### src/rtl/core/rcf_pkg.sv
// Package for the RGB color fader core: item payload types and operation codes.
// Depends on nothing; used by rgb_color_fader_core.
`default_nettype none

package rcf_pkg;

   // Operation codes carried by an input item.
   localparam logic OP_TICK  = 1'b0;
   localparam logic OP_START = 1'b1;

   // Strip kind codes.
   localparam logic STRIP_RGB         = 1'b0;
   localparam logic STRIP_ADDRESSABLE = 1'b1;

   localparam int unsigned LEVEL_W = 8;
   localparam int unsigned COUNT_W = 31;

   typedef struct packed {
      logic               operation;
      logic [COUNT_W-1:0] loop_count;
      logic [LEVEL_W-1:0] start_red;
      logic [LEVEL_W-1:0] start_green;
      logic [LEVEL_W-1:0] start_blue;
      logic [LEVEL_W-1:0] goal_red;
      logic [LEVEL_W-1:0] goal_green;
      logic [LEVEL_W-1:0] goal_blue;
      logic               strip_kind;
      logic [LEVEL_W-1:0] step_size;
   } req_type;

   typedef struct packed {
      logic [LEVEL_W-1:0] red_level;
      logic [LEVEL_W-1:0] green_level;
      logic [LEVEL_W-1:0] blue_level;
      logic               transition_done;
   } rsp_type;

endpackage

`default_nettype wire

### src/rtl/core/rgb_color_fader_core.sv
// RGB color fader core: top level with tick qualification pipeline and fade state.
// Depends on rcf_pkg for the item payload types and operation codes.
`default_nettype none

//  Channel | Ports                        | Direction | Payload
//  --------+------------------------------+-----------+--------------------
//  request | req_valid req_ready req_data | in        | rcf_pkg::req_type
//  result  | rsp_valid rsp_ready rsp_data | out       | rcf_pkg::rsp_type
//
// One item is accepted per cycle while the input stage has room. An item passes
// through an input register, a register after the reciprocal multiply of the loop
// count, and a register that holds the "multiple of TICK_PERIOD" flag, and then its
// result shows in the output register. These stages are set by the two multiplies
// of the period test; the fade state updates as an item leaves the flag register.
// Reset clears every stage valid, the output valid and the fade state (step size
// resets to one). A stalled result only holds back stages that have no room to
// move, so bubbles in front of it are still filled by new items.

module rgb_color_fader_core #(
   parameter int unsigned TICK_PERIOD = 100
) (
   input  wire              clock,
   input  wire              reset,
   input  wire              req_valid,
   output logic             req_ready,
   input  rcf_pkg::req_type req_data,
   output logic             rsp_valid,
   input  wire              rsp_ready,
   output rcf_pkg::rsp_type rsp_data
);

   // The period test uses an exact reciprocal: for a 31-bit count n and
   // L = ceil(log2(TICK_PERIOD)), floor(n * ceil(2^(31+L) / P) / 2^(31+L))
   // equals floor(n / P). The reciprocal always fits in 32 bits.
   localparam int unsigned COUNT_W = rcf_pkg::COUNT_W;
   localparam int unsigned LEVEL_W = rcf_pkg::LEVEL_W;
   localparam int unsigned SHIFT   = COUNT_W + $clog2(TICK_PERIOD);
   localparam logic [63:0] RECIP_WIDE =
      ((64'd1 << SHIFT) + 64'(TICK_PERIOD) - 64'd1) / 64'(TICK_PERIOD);
   localparam logic [31:0] RECIP   = RECIP_WIDE[31:0];
   localparam logic [15:0] PERIOD  = 16'(TICK_PERIOD);
   localparam int unsigned PROD_W  = COUNT_W + 32;
   localparam int unsigned BACK_W  = COUNT_W + 16;

   // Moves one channel toward its goal by at most step, landing on the goal
   // instead of passing it.
   function automatic logic [LEVEL_W-1:0] move_toward(
      input logic [LEVEL_W-1:0] cur,
      input logic [LEVEL_W-1:0] goal,
      input logic [LEVEL_W-1:0] step
   );
      logic [LEVEL_W-1:0] result;
      if (cur < goal) begin
         result = ((goal - cur) <= step) ? goal : cur + step;
      end else if (cur > goal) begin
         result = ((cur - goal) <= step) ? goal : cur - step;
      end else begin
         result = cur;
      end
      return result;
   endfunction

   // Pipeline stage registers.
   logic               s1_valid_ff, s1_valid_in;
   rcf_pkg::req_type   s1_data_ff,  s1_data_in;
   logic               s2_valid_ff, s2_valid_in;
   rcf_pkg::req_type   s2_data_ff,  s2_data_in;
   logic [COUNT_W-1:0] s2_quo_ff,   s2_quo_in;
   logic               s3_valid_ff, s3_valid_in;
   rcf_pkg::req_type   s3_data_ff,  s3_data_in;
   logic               s3_mult_ff,  s3_mult_in;

   // Output register.
   logic               rsp_valid_ff, rsp_valid_in;
   rcf_pkg::rsp_type   rsp_data_ff,  rsp_data_in;

   // Fade state.
   logic [LEVEL_W-1:0] level_red_ff,   level_red_in;
   logic [LEVEL_W-1:0] level_green_ff, level_green_in;
   logic [LEVEL_W-1:0] level_blue_ff,  level_blue_in;
   logic [LEVEL_W-1:0] aim_red_ff,     aim_red_in;
   logic [LEVEL_W-1:0] aim_green_ff,   aim_green_in;
   logic [LEVEL_W-1:0] aim_blue_ff,    aim_blue_in;
   logic [LEVEL_W-1:0] stride_ff,      stride_in;
   logic               strip_is_rgb_ff, strip_is_rgb_in;
   logic               active_ff,      active_in;

   // Stage advance chain: a stage moves when the one after it has room.
   logic adv1, adv2, adv3;
   logic accept;
   logic [PROD_W-1:0]  prod;
   logic [PROD_W-1:0]  quo_wide;
   logic [BACK_W-1:0]  back;
   logic               s3_is_start;
   logic               step_now;
   logic               all_equal;
   logic [LEVEL_W-1:0] next_red, next_green, next_blue;

   assign adv3      = !rsp_valid_ff || rsp_ready;
   assign adv2      = !s3_valid_ff || adv3;
   assign adv1      = !s2_valid_ff || adv2;
   assign req_ready = !s1_valid_ff || adv1;
   assign accept    = req_valid && req_ready;

   // First half of the period test: the reciprocal product of the count.
   assign prod     = PROD_W'(s1_data_ff.loop_count) * PROD_W'(RECIP);
   assign quo_wide = prod >> SHIFT;

   // Second half: the count is a multiple when quotient times period gives it
   // back. The product never exceeds the count, so the low bits suffice.
   assign back = BACK_W'(s2_quo_ff) * BACK_W'(PERIOD);

   // Final stage: the fade step itself.
   assign s3_is_start = (s3_data_ff.operation == rcf_pkg::OP_START);
   assign step_now    = s3_valid_ff && adv3 && !s3_is_start && active_ff &&
                        s3_mult_ff && strip_is_rgb_ff;
   assign all_equal   = (level_red_ff == aim_red_ff) &&
                        (level_green_ff == aim_green_ff) &&
                        (level_blue_ff == aim_blue_ff);
   assign next_red    = move_toward(level_red_ff, aim_red_ff, stride_ff);
   assign next_green  = move_toward(level_green_ff, aim_green_ff, stride_ff);
   assign next_blue   = move_toward(level_blue_ff, aim_blue_ff, stride_ff);

   always_comb begin
      s1_valid_in = s1_valid_ff;
      s1_data_in  = s1_data_ff;
      if (req_ready) begin
         s1_valid_in = req_valid;
         s1_data_in  = req_data;
      end

      s2_valid_in = s2_valid_ff;
      s2_data_in  = s2_data_ff;
      s2_quo_in   = s2_quo_ff;
      if (adv1) begin
         s2_valid_in = s1_valid_ff;
         s2_data_in  = s1_data_ff;
         s2_quo_in   = quo_wide[COUNT_W-1:0];
      end

      s3_valid_in = s3_valid_ff;
      s3_data_in  = s3_data_ff;
      s3_mult_in  = s3_mult_ff;
      if (adv2) begin
         s3_valid_in = s2_valid_ff;
         s3_data_in  = s2_data_ff;
         s3_mult_in  = (back[COUNT_W-1:0] == s2_data_ff.loop_count);
      end
   end

   always_comb begin
      level_red_in    = level_red_ff;
      level_green_in  = level_green_ff;
      level_blue_in   = level_blue_ff;
      aim_red_in      = aim_red_ff;
      aim_green_in    = aim_green_ff;
      aim_blue_in     = aim_blue_ff;
      stride_in       = stride_ff;
      strip_is_rgb_in = strip_is_rgb_ff;
      active_in       = active_ff;
      rsp_data_in     = rsp_data_ff;
      rsp_valid_in    = rsp_valid_ff && !rsp_ready;

      if (s3_valid_ff && adv3 && s3_is_start) begin
         // A start item restarts the transition from any state.
         level_red_in    = s3_data_ff.start_red;
         level_green_in  = s3_data_ff.start_green;
         level_blue_in   = s3_data_ff.start_blue;
         aim_red_in      = s3_data_ff.goal_red;
         aim_green_in    = s3_data_ff.goal_green;
         aim_blue_in     = s3_data_ff.goal_blue;
         stride_in       = s3_data_ff.step_size;
         strip_is_rgb_in = (s3_data_ff.strip_kind == rcf_pkg::STRIP_RGB);
         active_in       = 1'b1;
      end else if (step_now) begin
         level_red_in   = next_red;
         level_green_in = next_green;
         level_blue_in  = next_blue;
         if (all_equal) begin
            active_in = 1'b0;
         end
         rsp_valid_in                = 1'b1;
         rsp_data_in.red_level       = next_red;
         rsp_data_in.green_level     = next_green;
         rsp_data_in.blue_level      = next_blue;
         rsp_data_in.transition_done = all_equal;
      end
   end

   always_ff @(posedge clock) begin
      if (reset) begin
         s1_valid_ff     <= 1'b0;
         s2_valid_ff     <= 1'b0;
         s3_valid_ff     <= 1'b0;
         rsp_valid_ff    <= 1'b0;
         level_red_ff    <= '0;
         level_green_ff  <= '0;
         level_blue_ff   <= '0;
         aim_red_ff      <= '0;
         aim_green_ff    <= '0;
         aim_blue_ff     <= '0;
         stride_ff       <= LEVEL_W'(1);
         strip_is_rgb_ff <= 1'b0;
         active_ff       <= 1'b0;
      end else begin
         s1_valid_ff     <= s1_valid_in;
         s2_valid_ff     <= s2_valid_in;
         s3_valid_ff     <= s3_valid_in;
         rsp_valid_ff    <= rsp_valid_in;
         level_red_ff    <= level_red_in;
         level_green_ff  <= level_green_in;
         level_blue_ff   <= level_blue_in;
         aim_red_ff      <= aim_red_in;
         aim_green_ff    <= aim_green_in;
         aim_blue_ff     <= aim_blue_in;
         stride_ff       <= stride_in;
         strip_is_rgb_ff <= strip_is_rgb_in;
         active_ff       <= active_in;
      end
      // Payload registers carry no reset.
      s1_data_ff  <= s1_data_in;
      s2_data_ff  <= s2_data_in;
      s2_quo_ff   <= s2_quo_in;
      s3_data_ff  <= s3_data_in;
      s3_mult_ff  <= s3_mult_in;
      rsp_data_ff <= rsp_data_in;
   end

   assign rsp_valid = rsp_valid_ff;
   assign rsp_data  = rsp_data_ff;

   // Ready only drops while the input stage holds an item that cannot move.
   a_ready_drop: assert property (@(posedge clock) disable iff (reset)
      !req_ready |-> (s1_valid_ff && s2_valid_ff && s3_valid_ff && rsp_valid_ff))
      else $error("input stalled with room in the pipeline");

   // A finished transition leaves the block idle.
   a_done_idle: assert property (@(posedge clock) disable iff (reset)
      (step_now && all_equal) |=> !active_ff)
      else $error("block still active after a done result");

   // A done result reports the levels sitting on their targets.
   a_done_levels: assert property (@(posedge clock) disable iff (reset)
      (step_now && all_equal) |=>
         (rsp_data.red_level == $past(aim_red_ff)) &&
         (rsp_data.green_level == $past(aim_green_ff)) &&
         (rsp_data.blue_level == $past(aim_blue_ff)))
      else $error("done result with levels off target");

   // No result is produced from an item that is not a qualified tick.
   a_result_source: assert property (@(posedge clock) disable iff (reset)
      (rsp_valid_ff && !$past(rsp_valid_ff)) |-> $past(step_now))
      else $error("result appeared without a fade step");

endmodule

`default_nettype wire

### config.mk
export PLATFORM = sky130hd
export DESIGN_NAME = rgb_color_fader_core
export DESIGN_NICKNAME = d
export VERILOG_FILES = /design/src/rtl/core/rcf_pkg.sv /design/src/rtl/core/rgb_color_fader_core.sv
export SDC_FILE = /design/constraint.sdc
export NUM_CORES = 2
export LEC_CHECK = 0
export BUFFER_PORTS_ARGS = -buffer_cell sky130_fd_sc_hd__buf_2
export CORE_MARGIN = 5
export CORE_UTILIZATION = 50
export CTS_BUF_LIST = sky130_fd_sc_hd__clkbuf_8
export CTS_CLUSTER_DIAMETER = 60
export CTS_CLUSTER_SIZE = 20
export DETAILED_ROUTE_END_ITERATION = 16
export PLACE_DENSITY = 0.63
export SYNTH_ARGS = -nofsm -noshare
export SYNTH_HDL_FRONTEND = slang
export SYNTH_SLANG_ARGS = --single-unit
### constraint.sdc
create_clock -name clock -period 9.3 [get_ports clock]
set_input_delay 2.325 -clock clock [delete_from_list [all_inputs] [get_ports clock]]
set_output_delay 2.325 -clock clock [all_outputs]
set_load 0.02 [all_outputs]
== Yosys cells after proc, flatten, opt, wreduce, memory -nomap -nowiden ==
Cells that the tools add are included.

* Add/subtract/negate cells: 12
* Multipliers: 2
* Order comparisons: 12
* Equality and inequality tests: 4
* Mux-type cells: 23
* Bitwise gates (word level): 2
* Reductions and logical operators: 23

{| class="wikitable"
|+ Operators with widths
! cell !! count
|-
| two-way mux 8 bit || 18
|-
| subtractor 8 bit || 9
|-
| multiplier 31 x 31 -> 62 bit, second input constant || 1
|-
| <= comparator 8 bit || 6
|-
| equality test 31 bit || 1
|-
| multiplier 25 x 5 -> 29 bit, second input constant || 1
|-
| adder 8 bit || 3
|-
| equality test 8 bit || 3
|-
| > comparator 8 bit || 3
|-
| less-than comparator 8 bit || 3
|-
| logical AND 1 bit || 9
|-
| zero test 1 bit || 6
|-
| two-way mux 1 bit || 5
|-
| logical OR 1 bit || 4
|-
| AND reduction 2 bit || 2
|-
| nonzero test 2 bit || 2
|-
| inverter 1 bit || 2
|}

* Flip-flop bits (word level): 349
* Input port bits: 93
* Output and inout port bits: 27
* Logic and storage cells: 126

== Logic depth before layout (Yosys ltp) ==
* Depth in word-level cells: 9
* Mapped depth: 25

== Worst setup path after synthesis ==
No wires, ideal clock.

* Kind: in2out
* From: input port rsp_ready
* To: output port req_ready
* Arrival time: 4.591 ns
* Required time: 6.975 ns
* Setup slack: 2.384 ns
* Stages on the path: 3
* Buffers on the path: 0
* Cells stage by stage: nor2b_1 -> and3_1 -> nand2_1

* Word-level cells in the longest chain between the ends: 4

{| class="wikitable"
|+ Ends and longest elaborated chain
! what !! RTL line !! text
|-
| from (decl) || rgb_color_fader_core.sv:28 || <nowiki>input wire rsp_ready,</nowiki>
|-
| logical OR 1 bit || rgb_color_fader_core.sv:99 || <nowiki>assign adv3 = !rsp_valid_ff || rsp_ready;</nowiki>
|-
| logical OR 1 bit || rgb_color_fader_core.sv:100 || <nowiki>assign adv2 = !s3_valid_ff || adv3;</nowiki>
|-
| logical OR 1 bit || rgb_color_fader_core.sv:101 || <nowiki>assign adv1 = !s2_valid_ff || adv2;</nowiki>
|-
| logical OR 1 bit || rgb_color_fader_core.sv:102 || <nowiki>assign req_ready = !s1_valid_ff || adv1;</nowiki>
|-
| to (decl) || rgb_color_fader_core.sv:25 || <nowiki>output logic req_ready,</nowiki>
|}

No other way between the ends.

== Final worst setup path ==
* From: register s1_data_ff[69] (netlist bit)
* To: register s2_quo_ff[17] (data pin)

* Word-level cells in the longest chain between the ends: 1

{| class="wikitable"
|+ Ends and longest elaborated chain
! what !! RTL line !! text
|-
| from (decl) || rgb_color_fader_core.sv:65 || <nowiki>rcf_pkg::req_type s1_data_ff, s1_data_in;</nowiki>
|-
| from (signal assigned) || rgb_color_fader_core.sv:221 || <nowiki>s1_data_ff <= s1_data_in;</nowiki>
|-
| multiplier 31 x 31 -> 62 bit || rgb_color_fader_core.sv:106 || <nowiki>assign prod = PROD_W'(s1_data_ff.loop_count) * PROD_W'(RECIP);</nowiki>
|-
| named net prod[55] || rgb_color_fader_core.sv:91 || <nowiki>logic [PROD_W-1:0] prod;</nowiki>
|-
| to (signal assigned) || rgb_color_fader_core.sv:223 || <nowiki>s2_quo_ff <= s2_quo_in;</nowiki>
|-
| to (decl) || rgb_color_fader_core.sv:68 || <nowiki>logic [COUNT_W-1:0] s2_quo_ff, s2_quo_in;</nowiki>
|}

The timed path passes the listed nets, and every way through them passes these cells.
A chain may end at the register's enable or synchronous reset.

==> flow_summary.yaml <==
run_status:
  status: "complete, no violations"
sta:
  relSlewSlack_pct: 14.6
  timing.final.crit_period_ns: 8.01
  tightest_slew_ns: 1.27
  setup_viol: 0
  finalSetupTns_ns: 0
  rsz0062_at_grt: "false"
  fmax_mhz: 125
  maxSlewViolCount: 0
  hold_slack_ns: 0.419
  clock_skew_ns: 0.0252
  hold_viol: 0
  period_share_pct: 86.1
yosys:
  synth_top_area_share_pct: 24.5
  yosysWarnings: 0
  synthFlopType: "edfxtp_1"
  ys_async_sr_fraction_pct: 0
  syn_nets: 4340
  synth_area_sq_um: 35200
  post-synth-top-area-cell: "edfxtp_1"
  yosysUniqueCellTypes: 77
  yosysSeqAreaShare_pct: 28.0
  ys_ff_latch: 349
  syn_inst: 3246
  synth_edf_count: 287
  avgSynthCellArea_sq_um: 10.8
  synthTopCellsByArea: "edfxtp_1, fa_1, ha_1, inv_1, dfxtp_1"
die:
  pin_count: 120
  initial_utilization_pct: 50.3
  fp.dieW_um: 275
  coreArea_sq_um: 69900
  design.die.area_sq_um: 75800
  die_h_um: 275
  row_count: 97
cells_and_area:
  fin_area_sq_um: 37700
  drive_gt1_share_pct: 6.85
  nFillCells: 6199
  fin_nets: 4459
  area_growth_pct: 7.20
  fin_util_pct: 54.0
cts:
  hold_buffers: 0
  cts_buffer_depth: 3
  cts_tree: "yes"
  root_buffer: "clkbuf_8"
  clk_latency_ns: 0.67
  numCtsBuffers: 30
  htree_levels: 1
  cts_num_sinks: 349
  clkTransAtPathRegs_ns: 0.11
  cts-resized-gates: 0
  cts_setup_buffers: 0
hold_path:
  hp-class: "reg2reg"
global_routing:
  gr-total-overflow: 0
  grtUsageMet3_pct: 2.43
  grt_usage_pct: 24.2
  grt_busiest_layer: "met2"
  grt_util_met1_pct: 31.3
  gr-usage-met2_pct: 44.0
  grt_antenna_before_repair: 1
  grt_pass1_wl_mm: 142
  grt_start_max_net_pins: 63
  first_global_vias: 25000
route:
  vias_per_cell: 5.31
  drc_errors: 0
  drt-initial-drc-count: 1285
  wirelength_mm: 91.0
  drt_first_pass_iters: 7
  drt-wirelength-per-cell_um: 21.0
  ant_nets: 0
  num_vias: 23000
critical_path:
  cp-start-kind: "flop"
  rrSetupSlack_ns: 1.29
  r2r_start: "s1_data_ff[69]"
  cp_data_required_time_ns: 9.71
  r2r-end: "s2_quo_ff[17]"
  cp_max_fo: 11
  cp_slowest_cell: "edfxtp_1"
  slowest_delay_ns: 0.73
  crit_start: "s1_data_ff[69]"
  worstPathCellList: "ha_1 -> fa_1 -> fa_1 -> fa_1 -> fa_1 -> fa_1 -> fa_1 -> inv_1 -> fa_1 -> inv_1 -> ha_1 -> a21oi_1 -> o21ai_0 -> a221oi_2 -> o211ai_1 -> a21oi_1 -> o21ai_1 -> nor2_1 -> o211ai_1 -> a21oi_1 -> xnor2_1"
  critPathKind: "reg2reg"
  crit_top_cell: "fa_1"
  worst_setup_path_end_kind: "flop"
  reg2reg_depth: 21
  cp.arrival_ns: 8.42
  critPathCapture: "s2_quo_ff[17]"
placement:
  io_buffers: 119
  gp_congestion: 0.952
  hpwl_mm: 75.5
  post_dp_cell_area_sq_um: 36900
job:
  maxCapViolCount: 0
-- kinds of logic (layout without fill, tap and decap cells) --
group	count (synthesis)	count (layout)	synth area share, %
fa+ha+maj	1001	1001	44.2
buf+inv	839	982	8.97
compound gates	519	519	9.59
simple gates	373	373	4.96
flops	349	349	28.0
xor+xnor	138	138	3.43
mux	27	27	0.782
other cells	0	1	0
-- critical path, delay by kind of cell, from the launching register on --
kind | cells | cell delay, ns
buffers and inverters | 2 | 0.10
XOR/XNOR | 1 | 0.08
AND/OR/NAND/NOR | 1 | 0.33
flip-flops | 1 | 0.73
adder cells (fa/ha/maj) | 9 | 4.51
AO/OA/AOI/OAI | 8 | 2.00
-- registers in the layout, summed over array words and instances (netlist names), 8 cells and up --
register	cells
aim_green_ff	8
s2_data_ff	89
level_green_ff	8
aim_red_ff	8
aim_blue_ff	8
s2_quo_ff	25
s1_data_ff	89
rsp_data	25
s3_data_ff	57
level_blue_ff	8
stride_ff	8
level_red_ff	8
-- worst min-delay path by stage --
stage                     depth (start not counted)              to      startpoint  slack (ns)
after detailed placement                          0  s2_data_ff[20]  s1_data_ff[20]        0.40
final                                             0   s2_data_ff[7]   s1_data_ff[7]        0.42
after floorplan                                   0   s2_data_ff[0]   s1_data_ff[0]        0.40
after global placement                            0  s3_data_ff[11]  s2_data_ff[11]        0.40
after CTS                                         0  s3_data_ff[48]  s2_data_ff[48]        0.42
after global routing                              0  s3_data_ff[48]  s2_data_ff[48]        0.42
-- routing by layer --
metal,up-vias,share of wire [%]
li1,10900,-
met1,11400,42
met4,0,2.7
met5,-,0
met3,112,4.0
met2,493,51
-- cells in the final DEF, fill, tap and decap left out, types with 8 or more instances in the layout --
| cell type | synthesis | final |
|---|---|---|
| inv_1 | 784 | 788 |
| ha_1 | 595 | 595 |
| fa_1 | 406 | 406 |
| edfxtp_1 | 287 | 287 |
| a21oi_1 | 193 | 193 |
| nand2_1 | 142 | 140 |
| buf_2 | 6 | 119 |
| xnor2_1 | 94 | 94 |
| nor2_1 | 87 | 86 |
| a21o_1 | 72 | 72 |
| dfxtp_1 | 62 | 62 |
| o21ai_0 | 56 | 56 |
| xor2_1 | 44 | 44 |
| o21bai_1 | 33 | 33 |
| clkbuf_8 | 0 | 31 |
| a22oi_1 | 25 | 25 |
| nand3_1 | 25 | 24 |
| nand4_1 | 23 | 23 |
| mux2i_1 | 23 | 23 |
| buf_4 | 0 | 22 |
| nor2b_1 | 18 | 18 |
| o211ai_1 | 18 | 18 |
| and3_1 | 17 | 16 |
| nor3_1 | 17 | 16 |
| a211oi_1 | 16 | 16 |
| nand2b_1 | 14 | 14 |
| o21a_1 | 11 | 11 |
| a31oi_1 | 11 | 11 |
| o31ai_1 | 9 | 9 |
| a31o_2 | 9 | 9 |
| o21ai_1 | 8 | 8 |
-- area by class of cell --
type                    count  area [sq um]  share of cell area (%)
well taps                 940          1180                    3.12
multi-input cells        2058         22200                    58.8
clock inverters            25           350                   0.929
flip-flops and latches    349          9860                    26.1
repair buffers            141           761                    2.02
diodes                      1          2.50                 0.00663
clock buffers              31           427                    1.13
inverters                 785          2950                    7.82
-- cells in the mapped netlist, types with 4 or more instances --
master / n
a211o_1: 4
a21oi_2: 5
inv_1: 784
nand2b_1: 14
a21o_1: 72
mux2i_1: 23
nor2_1: 87
a31oi_1: 11
o31ai_1: 9
and3_1: 17
ha_1: 595
buf_1: 4
nor2b_1: 18
a22oi_1: 25
edfxtp_1: 287
a31o_2: 9
o21ai_1: 8
a21oi_1: 193
and2_1: 6
or3_1: 6
mux2_2: 4
buf_2: 6
nand4_1: 23
dfxtp_1: 62
o21a_1: 11
xnor2_1: 94
nand3_1: 25
o21ai_0: 56
o21bai_1: 33
nor3_1: 17
o211ai_1: 18
a211oi_1: 16
xor2_1: 44
nand2_1: 142
clkbuf_1: 44
fa_1: 406
-- per-stage QoR --
step / instances / worst slack [ns]
detailed placement: 4273 / 1.32
finish: 4330 / 1.29
global route: 4330 / 0.984
global placement: 4273 / 1.36
floorplan: 3246 / 2.38
CTS: 4329 / 1.31
Power is left out: the tool's default activity adds up to more than one toggle a clock period on the data nets, which glitch-free logic cannot reach.
